**config.mk**
```make
export PLATFORM = sky130hd
export DESIGN_NAME = xmodem_crc_receiver
export DESIGN_NICKNAME = d
export VERILOG_FILES = /design/src/hw/rtl/xmcrc_pkg.sv /design/src/hw/rtl/xmcrc_ram.sv /design/src/hw/rtl/xmcrc_crc_unit.sv /design/src/hw/rtl/xmodem_crc_receiver.sv
export SDC_FILE = /design/constraint.sdc
export NUM_CORES = 2
export LEC_CHECK = 0
export ABC_CLOCK_PERIOD_IN_PS = 9600
export BUFFER_PORTS_ARGS = -buffer_cell sky130_fd_sc_hd__buf_2
export CORE_MARGIN = 3
export CORE_UTILIZATION = 35
export DETAILED_ROUTE_END_ITERATION = 10
export GPL_TIMING_DRIVEN = 0
export MAX_ROUTING_LAYER = met4
export PLACE_DENSITY = 0.47
export REMOVE_ABC_BUFFERS = 1
export SYNTH_ARGS = -nofsm -noshare
export SYNTH_HDL_FRONTEND = slang
export SYNTH_SLANG_ARGS = --single-unit
```
**constraint.sdc**
```tcl
create_clock -name clock -period 9.6 [get_ports clock]
set_input_delay 0.48 -clock clock [delete_from_list [all_inputs] [get_ports clock]]
set_output_delay 0.48 -clock clock [all_outputs]
set_load 0.05 [all_outputs]
```
**src/hw/rtl/xmcrc_pkg.sv**
```systemverilog
package xmcrc_pkg;

   // Event kinds on the request side
   localparam logic [1:0] FUNC_BYTE    = 2'd0;
   localparam logic [1:0] FUNC_TIMEOUT = 2'd1;
   localparam logic [1:0] FUNC_START   = 2'd2;

   // Protocol characters
   localparam logic [7:0] CH_C   = 8'h43;
   localparam logic [7:0] CH_ACK = 8'h06;
   localparam logic [7:0] CH_NAK = 8'h15;
   localparam logic [7:0] CH_CAN = 8'h18;
   localparam logic [7:0] CH_SOH = 8'h01;
   localparam logic [7:0] CH_EOT = 8'h04;

   // Result status codes
   localparam logic [2:0] ST_CONTINUE   = 3'd0;
   localparam logic [2:0] ST_DELIVERED  = 3'd1;
   localparam logic [2:0] ST_END        = 3'd2;
   localparam logic [2:0] ST_CANCELLED  = 3'd3;
   localparam logic [2:0] ST_RETRY_FAIL = 3'd4;

   // Configuration register indexes
   localparam int         CSR_ADDR_W      = 1;
   localparam logic [0:0] CSR_COPY_LIMIT  = 1'b0;
   localparam logic [0:0] CSR_RETRY_LIMIT = 1'b1;

   localparam logic [7:0] COPY_LIMIT_RST  = 8'd128;
   localparam logic [7:0] RETRY_LIMIT_RST = 8'd10;
   localparam logic [7:0] SEQ_RST         = 8'd1;
   localparam logic [7:0] RETRY_MAX       = 8'hFF;
   localparam logic [7:0] MAX_DELIVER     = 8'd128;
   localparam logic [8:0] SEQ_SUM_OK      = 9'h0FF;

   localparam logic [15:0] CRC_POLY = 16'h1021;

   localparam int PACKET_BYTES_DEF = 128;

   typedef struct packed {
      logic       clear;
      logic       start;
      logic [7:0] data;
   } crc_cmd_type;

   typedef struct packed {
      logic        busy;
      logic [15:0] crc;
   } crc_stat_type;

endpackage

```
**src/hw/rtl/xmcrc_ram.sv**
```systemverilog
module xmcrc_ram #(
   parameter int WIDTH = 8,
   parameter int DEPTH = 128
) (
   input  logic                     clock,
   input  logic                     wr_en,
   input  logic [$clog2(DEPTH)-1:0] wr_addr,
   input  logic [WIDTH-1:0]         wr_data,
   input  logic [$clog2(DEPTH)-1:0] rd_addr,
   output logic [WIDTH-1:0]         rd_data
);

   logic [WIDTH-1:0] mem_ff [DEPTH];
   logic [WIDTH-1:0] rd_data_ff;

   always_ff @(posedge clock) begin
      if (wr_en) begin
         mem_ff[wr_addr] <= wr_data;
      end
      rd_data_ff <= mem_ff[rd_addr];
   end

   assign rd_data = rd_data_ff;

endmodule

```
**src/hw/rtl/xmcrc_crc_unit.sv**
```systemverilog
// Bit-serial CRC-16 (poly 0x1021): one data bit per cycle.
module xmcrc_crc_unit (
   input  logic                   clock,
   input  logic                   reset,
   input  xmcrc_pkg::crc_cmd_type cmd,
   output xmcrc_pkg::crc_stat_type stat
);

   logic [15:0] crc_ff,  crc_in;
   logic [7:0]  data_ff, data_in;
   logic [2:0]  cnt_ff,  cnt_in;
   logic        busy_ff, busy_in;
   logic        fb;

   always_comb begin
      crc_in  = crc_ff;
      data_in = data_ff;
      cnt_in  = cnt_ff;
      busy_in = busy_ff;
      fb      = crc_ff[15] ^ data_ff[7];
      if (cmd.clear) begin
         crc_in = '0;
      end else if (cmd.start) begin
         data_in = cmd.data;
         cnt_in  = '0;
         busy_in = 1'b1;
      end else if (busy_ff) begin
         // shift one message bit in, MSB first
         crc_in  = {crc_ff[14:0], 1'b0} ^ (fb ? xmcrc_pkg::CRC_POLY : 16'h0000);
         data_in = {data_ff[6:0], 1'b0};
         cnt_in  = cnt_ff + 3'd1;
         if (cnt_ff == 3'd7) begin
            busy_in = 1'b0;
         end
      end
   end

   always_ff @(posedge clock) begin
      data_ff <= data_in;
      cnt_ff  <= cnt_in;
      if (reset) begin
         crc_ff  <= '0;
         busy_ff <= 1'b0;
      end else begin
         crc_ff  <= crc_in;
         busy_ff <= busy_in;
      end
   end

   assign stat.busy = busy_ff;
   assign stat.crc  = crc_ff;

endmodule

```
**src/hw/rtl/xmodem_crc_receiver.sv**
```systemverilog
// A reply event (start, timeout, CAN, EOT, NAK, duplicate ACK) is held in S_REPLY until the
// output register is free, then loaded into it; the block is then idle and ready again.
// A packet data byte occupies the bit-serial CRC unit; ready stays low until it is done.
// A good new packet streams its data out of the packet RAM: each byte is read (S_DLV_READ)
// and packed (S_DLV_PACK), and each word of up to 8 bytes leaves from S_DLV_OUT when free.
// Reset is synchronous: it clears control state; packet RAM contents stay undefined.
module xmodem_crc_receiver #(
   parameter int PACKET_BYTES = xmcrc_pkg::PACKET_BYTES_DEF
) (
   input  logic        clock,
   input  logic        reset,
   // request stream
   input  logic        req_tvalid,
   output logic        req_tready,
   input  logic [7:0]  req_tdata,    // [7:0] rx_byte
   input  logic [1:0]  req_tuser,    // [1:0] func
   // result stream
   output logic        rsp_tvalid,
   input  logic        rsp_tready,
   output logic [79:0] rsp_tdata,    // [7:0] send_byte, [71:8] chunk_word,
                                     // [75:72] chunk_bytes, [78:76] status, [79] zero
   output logic [1:0]  rsp_tuser,    // [0] send_valid, [1] chunk_valid
   output logic        rsp_tlast,    // last
   // configuration writes
   input  logic                             csr_we,
   input  logic [xmcrc_pkg::CSR_ADDR_W-1:0] csr_addr,
   input  logic [7:0]                       csr_wdata
);

   localparam int ADDR_W = $clog2(PACKET_BYTES);
   localparam int BC_W   = $clog2(PACKET_BYTES + 4);
   localparam logic [BC_W-1:0] BC_ZERO     = BC_W'(0);
   localparam logic [BC_W-1:0] BC_ONE      = BC_W'(1);
   localparam logic [BC_W-1:0] BC_TWO      = BC_W'(2);
   localparam logic [BC_W-1:0] BC_CRC_HI   = BC_W'(PACKET_BYTES + 2);

   typedef enum logic [2:0] {
      S_IDLE,
      S_REPLY,
      S_DLV_READ,
      S_DLV_PACK,
      S_DLV_OUT
   } state_type;

   state_type state_ff, state_in;

   // protocol state
   logic            phase_ff,      phase_in;
   logic [BC_W-1:0] bc_ff,         bc_in;
   logic [7:0]      seq_ff,        seq_in;
   logic [7:0]      last_acked_ff, last_acked_in;
   logic [7:0]      retry_ff,      retry_in;
   logic [7:0]      rcv_hi_ff,     rcv_hi_in;
   logic [7:0]      copy_limit_ff, copy_limit_in;
   logic [7:0]      retry_lim_ff,  retry_lim_in;

   // pending single reply
   logic [7:0] rep_byte_ff,   rep_byte_in;
   logic [2:0] rep_status_ff, rep_status_in;

   // delivery sequencer
   logic [7:0]  dlv_idx_ff,   dlv_idx_in;
   logic [7:0]  dlv_count_ff, dlv_count_in;
   logic [3:0]  lane_ff,      lane_in;
   logic [63:0] word_ff,      word_in;
   logic        first_ff,     first_in;

   // output register
   logic        rsp_valid_ff,  rsp_valid_in;
   logic        rsp_sv_ff,     rsp_sv_in;
   logic [7:0]  rsp_sb_ff,     rsp_sb_in;
   logic        rsp_cv_ff,     rsp_cv_in;
   logic [63:0] rsp_cw_ff,     rsp_cw_in;
   logic [3:0]  rsp_cb_ff,     rsp_cb_in;
   logic [2:0]  rsp_st_ff,     rsp_st_in;
   logic        rsp_last_ff,   rsp_last_in;

   xmcrc_pkg::crc_cmd_type  crc_cmd;
   xmcrc_pkg::crc_stat_type crc_stat;

   logic              ram_we;
   logic [ADDR_W-1:0] ram_waddr;
   logic [ADDR_W-1:0] ram_raddr;
   logic [7:0]        ram_q;

   logic        accept;
   logic        out_free;
   logic [7:0]  rx_b;
   logic [7:0]  retry_inc;
   logic [8:0]  seq_sum;
   logic [15:0] rcv_full;
   logic [7:0]  dlv_n;
   logic        dlv_done;

   xmcrc_crc_unit u_crc (
      .clock (clock),
      .reset (reset),
      .cmd   (crc_cmd),
      .stat  (crc_stat)
   );

   xmcrc_ram #(
      .WIDTH (8),
      .DEPTH (PACKET_BYTES)
   ) u_store (
      .clock   (clock),
      .wr_en   (ram_we),
      .wr_addr (ram_waddr),
      .wr_data (rx_b),
      .rd_addr (ram_raddr),
      .rd_data (ram_q)
   );

   // Take a new event only when idle and the CRC unit has finished the previous byte.
   assign req_tready = (state_ff == S_IDLE) && !crc_stat.busy;
   assign accept     = req_tvalid && req_tready;
   assign out_free   = !rsp_valid_ff || rsp_tready;
   assign rx_b       = req_tdata;

   assign retry_inc = (retry_ff == xmcrc_pkg::RETRY_MAX) ? retry_ff : retry_ff + 8'd1;
   assign seq_sum   = {1'b0, seq_ff} + {1'b0, rx_b};
   assign rcv_full  = {rcv_hi_ff, rx_b};
   assign dlv_n     = (copy_limit_ff > xmcrc_pkg::MAX_DELIVER) ?
                      xmcrc_pkg::MAX_DELIVER : copy_limit_ff;
   assign dlv_done  = (dlv_idx_ff == dlv_count_ff);

   assign ram_waddr = ADDR_W'(bc_ff - BC_TWO);
   assign ram_raddr = ADDR_W'(dlv_idx_ff);

   always_comb begin
      state_in      = state_ff;
      phase_in      = phase_ff;
      bc_in         = bc_ff;
      seq_in        = seq_ff;
      last_acked_in = last_acked_ff;
      retry_in      = retry_ff;
      rcv_hi_in     = rcv_hi_ff;
      rep_byte_in   = rep_byte_ff;
      rep_status_in = rep_status_ff;
      dlv_idx_in    = dlv_idx_ff;
      dlv_count_in  = dlv_count_ff;
      lane_in       = lane_ff;
      word_in       = word_ff;
      first_in      = first_ff;
      rsp_valid_in  = rsp_valid_ff && !rsp_tready;
      rsp_sv_in     = rsp_sv_ff;
      rsp_sb_in     = rsp_sb_ff;
      rsp_cv_in     = rsp_cv_ff;
      rsp_cw_in     = rsp_cw_ff;
      rsp_cb_in     = rsp_cb_ff;
      rsp_st_in     = rsp_st_ff;
      rsp_last_in   = rsp_last_ff;
      crc_cmd       = '0;
      crc_cmd.data  = rx_b;
      ram_we        = 1'b0;

      copy_limit_in = (csr_we && csr_addr == xmcrc_pkg::CSR_COPY_LIMIT) ?
                      csr_wdata : copy_limit_ff;
      retry_lim_in  = (csr_we && csr_addr == xmcrc_pkg::CSR_RETRY_LIMIT) ?
                      csr_wdata : retry_lim_ff;

      case (state_ff)
         S_IDLE: begin
            if (accept) begin
               case (req_tuser)
                  xmcrc_pkg::FUNC_START: begin
                     // fresh transfer: restore protocol state, send 'C'
                     phase_in      = 1'b0;
                     bc_in         = BC_ZERO;
                     seq_in        = xmcrc_pkg::SEQ_RST;
                     last_acked_in = 8'd0;
                     retry_in      = 8'd0;
                     rcv_hi_in     = 8'd0;
                     crc_cmd.clear = 1'b1;
                     rep_byte_in   = xmcrc_pkg::CH_C;
                     rep_status_in = xmcrc_pkg::ST_CONTINUE;
                     state_in      = S_REPLY;
                  end
                  xmcrc_pkg::FUNC_TIMEOUT: begin
                     retry_in      = retry_inc;
                     rep_byte_in   = phase_ff ? xmcrc_pkg::CH_NAK : xmcrc_pkg::CH_C;
                     rep_status_in = (retry_inc > retry_lim_ff) ?
                                     xmcrc_pkg::ST_RETRY_FAIL : xmcrc_pkg::ST_CONTINUE;
                     state_in      = S_REPLY;
                  end
                  xmcrc_pkg::FUNC_BYTE: begin
                     if (!phase_ff) begin
                        case (rx_b)
                           xmcrc_pkg::CH_CAN: begin
                              rep_byte_in   = xmcrc_pkg::CH_CAN;
                              rep_status_in = xmcrc_pkg::ST_CANCELLED;
                              state_in      = S_REPLY;
                           end
                           xmcrc_pkg::CH_SOH: begin
                              phase_in      = 1'b1;
                              bc_in         = BC_ZERO;
                              rcv_hi_in     = 8'd0;
                              retry_in      = 8'd0;
                              crc_cmd.clear = 1'b1;
                           end
                           xmcrc_pkg::CH_EOT: begin
                              rep_byte_in   = xmcrc_pkg::CH_ACK;
                              rep_status_in = xmcrc_pkg::ST_END;
                              state_in      = S_REPLY;
                           end
                           default: begin
                           end
                        endcase
                     end else if (bc_ff == BC_ZERO) begin
                        seq_in = rx_b;
                        bc_in  = BC_ONE;
                     end else if (bc_ff == BC_ONE) begin
                        // sequence plus complement must be exactly 0xFF, no wrap
                        if (seq_sum != xmcrc_pkg::SEQ_SUM_OK) begin
                           phase_in      = 1'b0;
                           bc_in         = BC_ZERO;
                           rep_byte_in   = xmcrc_pkg::CH_NAK;
                           rep_status_in = xmcrc_pkg::ST_CONTINUE;
                           state_in      = S_REPLY;
                        end else begin
                           bc_in = BC_TWO;
                        end
                     end else if (bc_ff < BC_CRC_HI) begin
                        // data byte: store it and hand it to the CRC unit
                        ram_we        = 1'b1;
                        crc_cmd.start = 1'b1;
                        bc_in         = bc_ff + BC_ONE;
                     end else if (bc_ff == BC_CRC_HI) begin
                        rcv_hi_in = rx_b;
                        bc_in     = bc_ff + BC_ONE;
                     end else begin
                        phase_in = 1'b0;
                        bc_in    = BC_ZERO;
                        if (rcv_full != crc_stat.crc) begin
                           rep_byte_in   = xmcrc_pkg::CH_NAK;
                           rep_status_in = xmcrc_pkg::ST_CONTINUE;
                           state_in      = S_REPLY;
                        end else if (seq_ff == last_acked_ff) begin
                           // duplicate: acknowledge only
                           rep_byte_in   = xmcrc_pkg::CH_ACK;
                           rep_status_in = xmcrc_pkg::ST_CONTINUE;
                           state_in      = S_REPLY;
                        end else begin
                           last_acked_in = seq_ff;
                           seq_in        = seq_ff + 8'd1;
                           if (dlv_n == 8'd0) begin
                              rep_byte_in   = xmcrc_pkg::CH_ACK;
                              rep_status_in = xmcrc_pkg::ST_DELIVERED;
                              state_in      = S_REPLY;
                           end else begin
                              dlv_count_in = dlv_n;
                              dlv_idx_in   = 8'd0;
                              lane_in      = 4'd0;
                              word_in      = '0;
                              first_in     = 1'b1;
                              state_in     = S_DLV_READ;
                           end
                        end
                     end
                  end
                  default: begin
                  end
               endcase
            end
         end

         S_REPLY: begin
            if (out_free) begin
               rsp_valid_in = 1'b1;
               rsp_sv_in    = 1'b1;
               rsp_sb_in    = rep_byte_ff;
               rsp_cv_in    = 1'b0;
               rsp_cw_in    = '0;
               rsp_cb_in    = 4'd0;
               rsp_st_in    = rep_status_ff;
               rsp_last_in  = 1'b1;
               state_in     = S_IDLE;
            end
         end

         S_DLV_READ: begin
            // address goes to the RAM now, data returns next cycle
            dlv_idx_in = dlv_idx_ff + 8'd1;
            state_in   = S_DLV_PACK;
         end

         S_DLV_PACK: begin
            word_in = word_ff | (64'(ram_q) << {lane_ff[2:0], 3'b000});
            lane_in = lane_ff + 4'd1;
            if (lane_ff == 4'd7 || dlv_done) begin
               state_in = S_DLV_OUT;
            end else begin
               state_in = S_DLV_READ;
            end
         end

         S_DLV_OUT: begin
            if (out_free) begin
               rsp_valid_in = 1'b1;
               rsp_sv_in    = first_ff;
               rsp_sb_in    = first_ff ? xmcrc_pkg::CH_ACK : 8'd0;
               rsp_cv_in    = 1'b1;
               rsp_cw_in    = word_ff;
               rsp_cb_in    = lane_ff;
               rsp_st_in    = xmcrc_pkg::ST_DELIVERED;
               rsp_last_in  = dlv_done;
               first_in     = 1'b0;
               word_in      = '0;
               lane_in      = 4'd0;
               state_in     = dlv_done ? S_IDLE : S_DLV_READ;
            end
         end

         default: begin
            state_in = S_IDLE;
         end
      endcase
   end

   always_ff @(posedge clock) begin
      // payload: no reset needed
      rcv_hi_ff     <= rcv_hi_in;
      rep_byte_ff   <= rep_byte_in;
      rep_status_ff <= rep_status_in;
      dlv_idx_ff    <= dlv_idx_in;
      dlv_count_ff  <= dlv_count_in;
      lane_ff       <= lane_in;
      word_ff       <= word_in;
      first_ff      <= first_in;
      rsp_sv_ff     <= rsp_sv_in;
      rsp_sb_ff     <= rsp_sb_in;
      rsp_cv_ff     <= rsp_cv_in;
      rsp_cw_ff     <= rsp_cw_in;
      rsp_cb_ff     <= rsp_cb_in;
      rsp_st_ff     <= rsp_st_in;
      rsp_last_ff   <= rsp_last_in;
      if (reset) begin
         state_ff      <= S_IDLE;
         phase_ff      <= 1'b0;
         bc_ff         <= BC_ZERO;
         seq_ff        <= xmcrc_pkg::SEQ_RST;
         last_acked_ff <= 8'd0;
         retry_ff      <= 8'd0;
         copy_limit_ff <= xmcrc_pkg::COPY_LIMIT_RST;
         retry_lim_ff  <= xmcrc_pkg::RETRY_LIMIT_RST;
         rsp_valid_ff  <= 1'b0;
      end else begin
         state_ff      <= state_in;
         phase_ff      <= phase_in;
         bc_ff         <= bc_in;
         seq_ff        <= seq_in;
         last_acked_ff <= last_acked_in;
         retry_ff      <= retry_in;
         copy_limit_ff <= copy_limit_in;
         retry_lim_ff  <= retry_lim_in;
         rsp_valid_ff  <= rsp_valid_in;
      end
   end

   assign rsp_tvalid = rsp_valid_ff;
   assign rsp_tdata  = {1'b0, rsp_st_ff, rsp_cb_ff, rsp_cw_ff, rsp_sb_ff};
   assign rsp_tuser  = {rsp_cv_ff, rsp_sv_ff};
   assign rsp_tlast  = rsp_last_ff;

   // A data chunk always carries one to eight bytes.
   a_chunk_bytes: assert property (@(posedge clock) disable iff (reset)
      rsp_tvalid && rsp_tuser[1] |-> rsp_tdata[75:72] != 4'd0 && rsp_tdata[75:72] <= 4'd8)
      else $error("chunk with bad byte count");

   // Only packet delivery gives more than one result per event.
   a_multi_only_data: assert property (@(posedge clock) disable iff (reset)
      rsp_tvalid && !rsp_tlast |-> rsp_tuser[1])
      else $error("non-final result without data");

   // The CRC unit never runs while a reply or delivery is in progress.
   a_crc_idle_only: assert property (@(posedge clock) disable iff (reset)
      crc_stat.busy |-> state_ff == S_IDLE)
      else $error("CRC unit busy outside idle");

   // A reply sent together with packet data is always the ACK.
   a_data_ack: assert property (@(posedge clock) disable iff (reset)
      rsp_tvalid && rsp_tuser[1] && rsp_tuser[0] |-> rsp_tdata[7:0] == xmcrc_pkg::CH_ACK)
      else $error("data chunk with non-ACK reply");

endmodule

```
**Yosys cells after proc, flatten, opt, wreduce, memory -nomap -nowiden**

Memory sizes are Yosys's and may differ from the RTL's. A register that Yosys moved wholly into a read port is not among the register bits.
Index checks and enable logic that the tools add are counted.

- Bits in registers: 267
- Bits in writable memories: 1,024
- Output and inout bits: 85
- Word-level logic and storage cells: 323
- Memories: 1

Memory list:

| name | words | width | rd ports | clocked after Yosys merged registers in | wr ports | line | text |
|---|---|---|---|---|---|---|---|
| u_store.mem_ff | 128 | 8 | 1 | 1 | 1 | xmcrc_ram.sv:13 | `logic [WIDTH-1:0] mem_ff [DEPTH];` |

- Add/sub/neg operators: 8
- Order comparisons: 3
- Equal/unequal tests: 60
- Shift operators: 1
- Muxes and demuxes: 169
- Bitwise operators: 13
- Reduce and logical (&&, ||, !) cells: 40

Operators with widths:

| cell | count |
|---|---|
| $mux 64 | 12 |
| $mux 8 | 51 |
| $pmux 64 s3 | 1 |
| $pmux 64 s2 | 1 |
| $pmux 8 s2 | 7 |
| $mux 3 | 27 |
| $or 64x64->64 | 1 |
| $shl 8x6->64 | 1 |
| $mux 4 | 12 |
| $pmux 8 s3 | 2 |
| $ne 2x2->1 const B | 19 |
| $mux 1 | 36 |
| $add 8x1->8 const B | 4 |
| $ne 3x3->1 const B | 9 |
| $reduce_and 9->1 | 3 |
| $reduce_and 12->1 | 2 |
| $reduce_and 11->1 | 2 |
| $ne 4x4->1 const B | 5 |
| $pmux 3 s2 | 3 |
| $eq 8x1->1 const B | 2 |
| $eq 8x8->1 | 2 |
| $eq 8x8->1 const B | 2 |
| $logic_not 8->1 | 2 |
| $ne 16x16->1 | 1 |
| other kinds (46) | 87 |

**Depth between registers and ports, before layout**

- Word-level depth: 14
- Depth in mapped cells: 11

**By module**

Synthesis repeated with hierarchy kept, for this count alone.

- Cell total of the unflattened synthesis: 2,765
- Area total of the unflattened synthesis: 51,914.8 um2

By module, submodules not included:

| module | times used | cells each | area an instance (um2) | seq. area each (um2) |
|---|---|---|---|---|
| xmcrc_ram | 1 | 1,634 | 39,656.8 | 30,909.6 |
| xmodem_crc_receiver | 1 | 1,023 | 11,149.4 | 6,526.3 |
| xmcrc_crc_unit | 1 | 108 | 1,108.6 | 670.6 |

**Least setup slack after synthesis**

OpenSTA, ideal clock, no wires.

- Path type: reg2reg
- Start: register state_ff[1]
- End: register lane_ff[0] (enable)
- Setup time: 0.595 ns
- Arrival time: 7.456 ns
- Setup slack: 1.548 ns
- Cell stages (with the launch flop): 8
- Cells stage by stage: dfxtp_1 buf_2 nor4_4 and2_1 nand3_1 nor4b_2 a21oi_1 o31ai_1

- Cells in the longest elaborated chain, start to end: 5
- Elaborated cells between the ends (all ways): 18
- Those cells by class: 13 x eq/ne; 5 x reduce/logical

Ends and longest elaborated chain:

| item | line | text |
|---|---|---|
| from (decl) | xmodem_crc_receiver.sv:45 | `state_type state_ff, state_in;` |
| from (signal assigned) | xmodem_crc_receiver.sv:348 | `state_ff <= state_in;` |
| $logic_not 3->1 | xmodem_crc_receiver.sv:115 | `assign req_tready = (state_ff == S_IDLE) && !crc_stat.busy;` |
| $logic_and 1x1->1 | xmodem_crc_receiver.sv:115 |  |
| via req_tready | xmodem_crc_receiver.sv:14 | `output logic req_tready,` |
| $logic_and 1x1->1 | xmodem_crc_receiver.sv:116 | `assign accept = req_tvalid && req_tready;` |
| $ne 2x2->1 (no line) | n/a |  |
| $reduce_and 12->1 (no line) | n/a |  |
| to (signal assigned) | xmodem_crc_receiver.sv:327 | `lane_ff <= lane_in;` |
| to (decl) | xmodem_crc_receiver.sv:64 | `logic [3:0] lane_ff, lane_in;` |

The timed path passes the listed nets, and every way through them passes these cells.
A chain may end at the register's enable or synchronous reset.

**Worst setup path in the final report**

- Start: register bc_ff[1]
- End: memory u_store.mem_ff[92][7] (enable)

- Cells in the longest elaborated chain, start to end: 10
- Elaborated cells between the ends (all ways): 13
- Those cells by class: 1 x add/sub; 1 x order compare; 1 x eq/ne; 9 x mux; 1 x reduce/logical

Ends and longest elaborated chain:

| item | line | text |
|---|---|---|
| from (decl) | xmodem_crc_receiver.sv:49 | `logic [BC_W-1:0] bc_ff, bc_in;` |
| from (signal assigned) | xmodem_crc_receiver.sv:350 | `bc_ff <= bc_in;` |
| $lt 8x8->1 | xmodem_crc_receiver.sv:223 | `end else if (bc_ff < BC_CRC_HI) begin` |
| $mux 1 | xmodem_crc_receiver.sv:223 |  |
| $mux 1 | xmodem_crc_receiver.sv:212 | `end else if (bc_ff == BC_ONE) begin` |
| $mux 1 | xmodem_crc_receiver.sv:209 | `end else if (bc_ff == BC_ZERO) begin` |
| $mux 1 | xmodem_crc_receiver.sv:187 | `if (!phase_ff) begin` |
| $mux 1 | xmodem_crc_receiver.sv:165 | `case (req_tuser)` |
| $mux 1 | xmodem_crc_receiver.sv:164 | `if (accept) begin` |
| $mux 1 | xmodem_crc_receiver.sv:162 | `case (state_ff)` |
| $mux 1 | xmcrc_ram.sv:17 | `if (wr_en) begin` |
| $mux 1 (implied by the code) | xmcrc_ram.sv:18 | `mem_ff[wr_addr] <= wr_data;` |
| to (decl) | xmcrc_ram.sv:13 |  |

Parallel ways exist; a longest one is shown, timed or not.

==> results.toml <==
[run_status]
status = "complete, no violations"

[clocking]
htree_num_levels = 4
cts_post_setup_buffers_inserted = 0
cts_tree = "yes"
clkLatencyLatePin_ps = 770
cts_buffers = 140
numClockSinks = 1295
cts-root-buf = "clkbuf_16"
path_clk_slew_ps = 60
clk_path_buf_depth = 3

[synth]
synthCells = 3046
seq_area_frac_synth = 0.731
yosysWarnings = 0
synth-seq-cells = 1295
synth_ff_type = "edfxtp_1"
syn_area_per_cell_sq_um = 17.1
ys_async_sr_fraction = 0
ys_types = 82
synthesis.area_sq_um = 52200
synth-edff-count = 1217

[floorplan]
die_w_um = 392
ios = 109
die_y_um = 392
dieArea_sq_um = 154000
fp.coreArea_sq_um = 148000
start_util = 0.353
num_rows = 141

[timing]
holdWs_ps = 101
tightestPinTransition_ps = 1340
skew_ps = 23.3
hold_viol_final = 0
period_needed_ps = 5400
slew_headroom = 0.103
clock.fmax_mhz = 185
post-route-period-util = 0.562
rsz0062_at_grt = "no"
finalSetupViolCount = 0
final_max_slew_viol_count = 0

[worst_setup_path]
cp-end-kind = "flip-flop"
critPathSlowestCell = "nor2_1"
critPathRequiredTime_ps = 9980
crit_chain = "inv_1 -> ha_1 -> nor2b_1 -> nand3_1 -> nand3_1 -> nor2_1 -> nand4_1 -> buf_8 -> buf_8 -> nor2_1"
reg2reg_depth = 10
critPathMaxFanout = 15
reg2reg_from = "bc_ff[1]"
r2r_end = "u_store.mem_ff[92][7]"
critPathLaunchType = "flip-flop"
r2r_setup_slack_ps = 4200
crit_type = "reg2reg"
max_stage_delay_ps = 850
worstPathArrival_ps = 5770

[global_route]
grt_pass1_wl_um = 202000
grt_usage = 0.186
grt_pass1_vias = 29100
grt_antenna_before_repair = 2
grt_max_degree = 104
grt-ovfl-total = 0

[min_path]
whs_endpoint = "u_store.mem_ff[110][4]"
hp-start = "req_tdata[4]"
hold_depth = 1
hp-class = "in2reg"

[routing]
vias = 28100
wl_per_cell_um = 26.3
drc = 0
via_per_inst = 5.36
antenna_left = 0
dr.pass1.iters = 5
drt_iter0_drc = 2169
drt_wl_total_um = 138000

[final_layout]
final_util = 0.413
layoutNonFillerInstCount = 5241
area_growth_pct = 16.9
drive_gt1_frac = 0.192
stdcell_area_sq_um = 61000
fin_nets = 3255
final_cell_mix = "1217 x edfxtp_1, 279 x nor2_1, 220 x mux4_2"
final_common_cell = "edfxtp_1"

[power]
ir_drop_uv = 180
p_leak_nw = 19.6
power_density_nw_per_um2 = 202

[placed_design]
port_buffers = 105
placed_area_sq_um = 56400
place_congestion = 0.790
dpl.cell_count = 4980
place_hpwl_um = 91300

[run]
max-cap-violations = 0
-- what timing repair did --
| item | 4_1_cts | 5_1_grt |
|---|---|---|
| hold buffers | 8 | 0 |
| endpoints found under the setup margin | 0 | 0 |
| resized for setup | 0 | 0 |
| endpoints found under the hold margin | 15 | 0 |
-- cells in the mapped netlist, types with 4 or more instances --
cell type / instances / area, sq um
mux2i_1: 124 / 1240
xor2_1: 23 / 201
buf_2: 49 / 245
dfxtp_1: 78 / 1560
buf_6: 7 / 78.8
o31ai_1: 4 / 30.0
o22ai_1: 16 / 100
mux4_2: 220 / 4950
a31oi_1: 12 / 75.1
and3_1: 93 / 582
nor2_1: 284 / 1070
nand3b_1: 11 / 82.6
nand4b_1: 5 / 43.8
nand2b_1: 17 / 106
o21ai_1: 12 / 60.1
nand2_1: 155 / 582
mux2_2: 6 / 67.6
nor3_1: 11 / 55.1
buf_1: 22 / 82.6
nor2b_1: 31 / 194
a22oi_1: 41 / 308
nand3_1: 50 / 250
o21a_1: 4 / 30.0
a21oi_1: 134 / 671
a221oi_1: 13 / 114
inv_1: 25 / 93.8
or3_1: 7 / 43.8
nor4_1: 14 / 87.6
a22o_1: 24 / 210
o2111ai_1: 5 / 43.8
a2111oi_0: 4 / 35.0
a211oi_1: 17 / 128
xnor2_1: 32 / 280
clkbuf_1: 85 / 319
and2_1: 17 / 106
o21ai_0: 29 / 145
edfxtp_1: 1217 / 36500
nor3b_1: 6 / 45.0
ha_1: 30 / 375
buf_4: 17 / 128
nand4_1: 29 / 181
or4_1: 7 / 52.6
-- through the flow --
stage          setup TNS [ps]  total power [mW]  setup WS (ps)
5_1_grt                     0              12.7           3740
2_1_floorplan           -4640              6.86           -846
4_1_cts                     0              12.4           4070
6_report                    0              12.3           4200
3_3_place_gp          -319850              7.10         -11730
3_5_place_dp                0              7.12           4030
-- registers in the layout, summed over array words and instances (netlist names), 16 cells and up --
register and count:
u_crc.crc_ff 16, rsp_cw_ff 64, u_store.mem_ff 1024, word_ff 64
-- where the power goes --
group	internal, mW	total [mW]	leakage (nW)	switching, mW
Sequential	6.28	6.33	11.8	0.0412
Clock	3.14	5.32	2.21	2.17
Combinational	0.124	0.669	5.56	0.545
-- worst max-delay path, delay by kind of cell (launching register included) --
| family | cells | cell delay, ps |
|---|---|---|
| DFF | 1 | 640 |
| buffers and inverters | 3 | 750 |
| and+or+nand+nor | 6 | 3360 |
| adders and majority gates | 1 | 240 |
-- layer usage --
| layer | routed length (um) | up-vias | track usage |
|---|---|---|---|
| met5 | 0 | - | - |
| met4 | 3070 | 0 | 0.0491 |
| met3 | 6800 | 196 | 0.0315 |
| met2 | 69300 | 739 | 0.306 |
| met1 | 58500 | 14800 | 0.240 |
| li1 | - | 12400 | - |
-- cell type report --
| cell class | instances | area, sq um |
|---|---|---|
| multi-input combinational | 1544 | 13200 |
| clock buffer | 175 | 3830 |
| antenna | 1 | 2.50 |
| fill | 13100 | 86900 |
| tap | 1930 | 2410 |
| sequential | 1295 | 38100 |
| clock inverter | 77 | 696 |
| inverter | 27 | 101 |
| timing repair buffer | 192 | 2670 |
-- worst max-delay path by stage --
stage	startpoint	endpoint	slack (ps)	depth (start not counted)
floorplan	dlv_idx_ff[0]	u_store.rd_data[6]	-850	6
global placement	dlv_idx_ff[0]	u_store.rd_data[4]	-11730	6
detailed placement	req_tuser[1]	u_store.mem_ff[92][3]	4030	10
CTS	bc_ff[1]	u_store.mem_ff[92][0]	4070	10
global route	bc_ff[1]	u_store.mem_ff[92][0]	3740	10
finish	bc_ff[1]	u_store.mem_ff[92][7]	4200	10
-- logic make-up after synthesis --
logic type | Yosys count | synth area share
AND/OR/NAND/NOR | 755 | 0.0698
AO/OA/AOI/OAI | 349 | 0.0434
flip-flops | 1295 | 0.731
adder cells (fa/ha/maj) | 32 | 0.00777
XOR/XNOR | 55 | 0.00924
multiplexers | 350 | 0.120
buffers and inverters | 209 | 0.0190
other | 1 | 0.0000719
(Power assumes the default switching activity.)
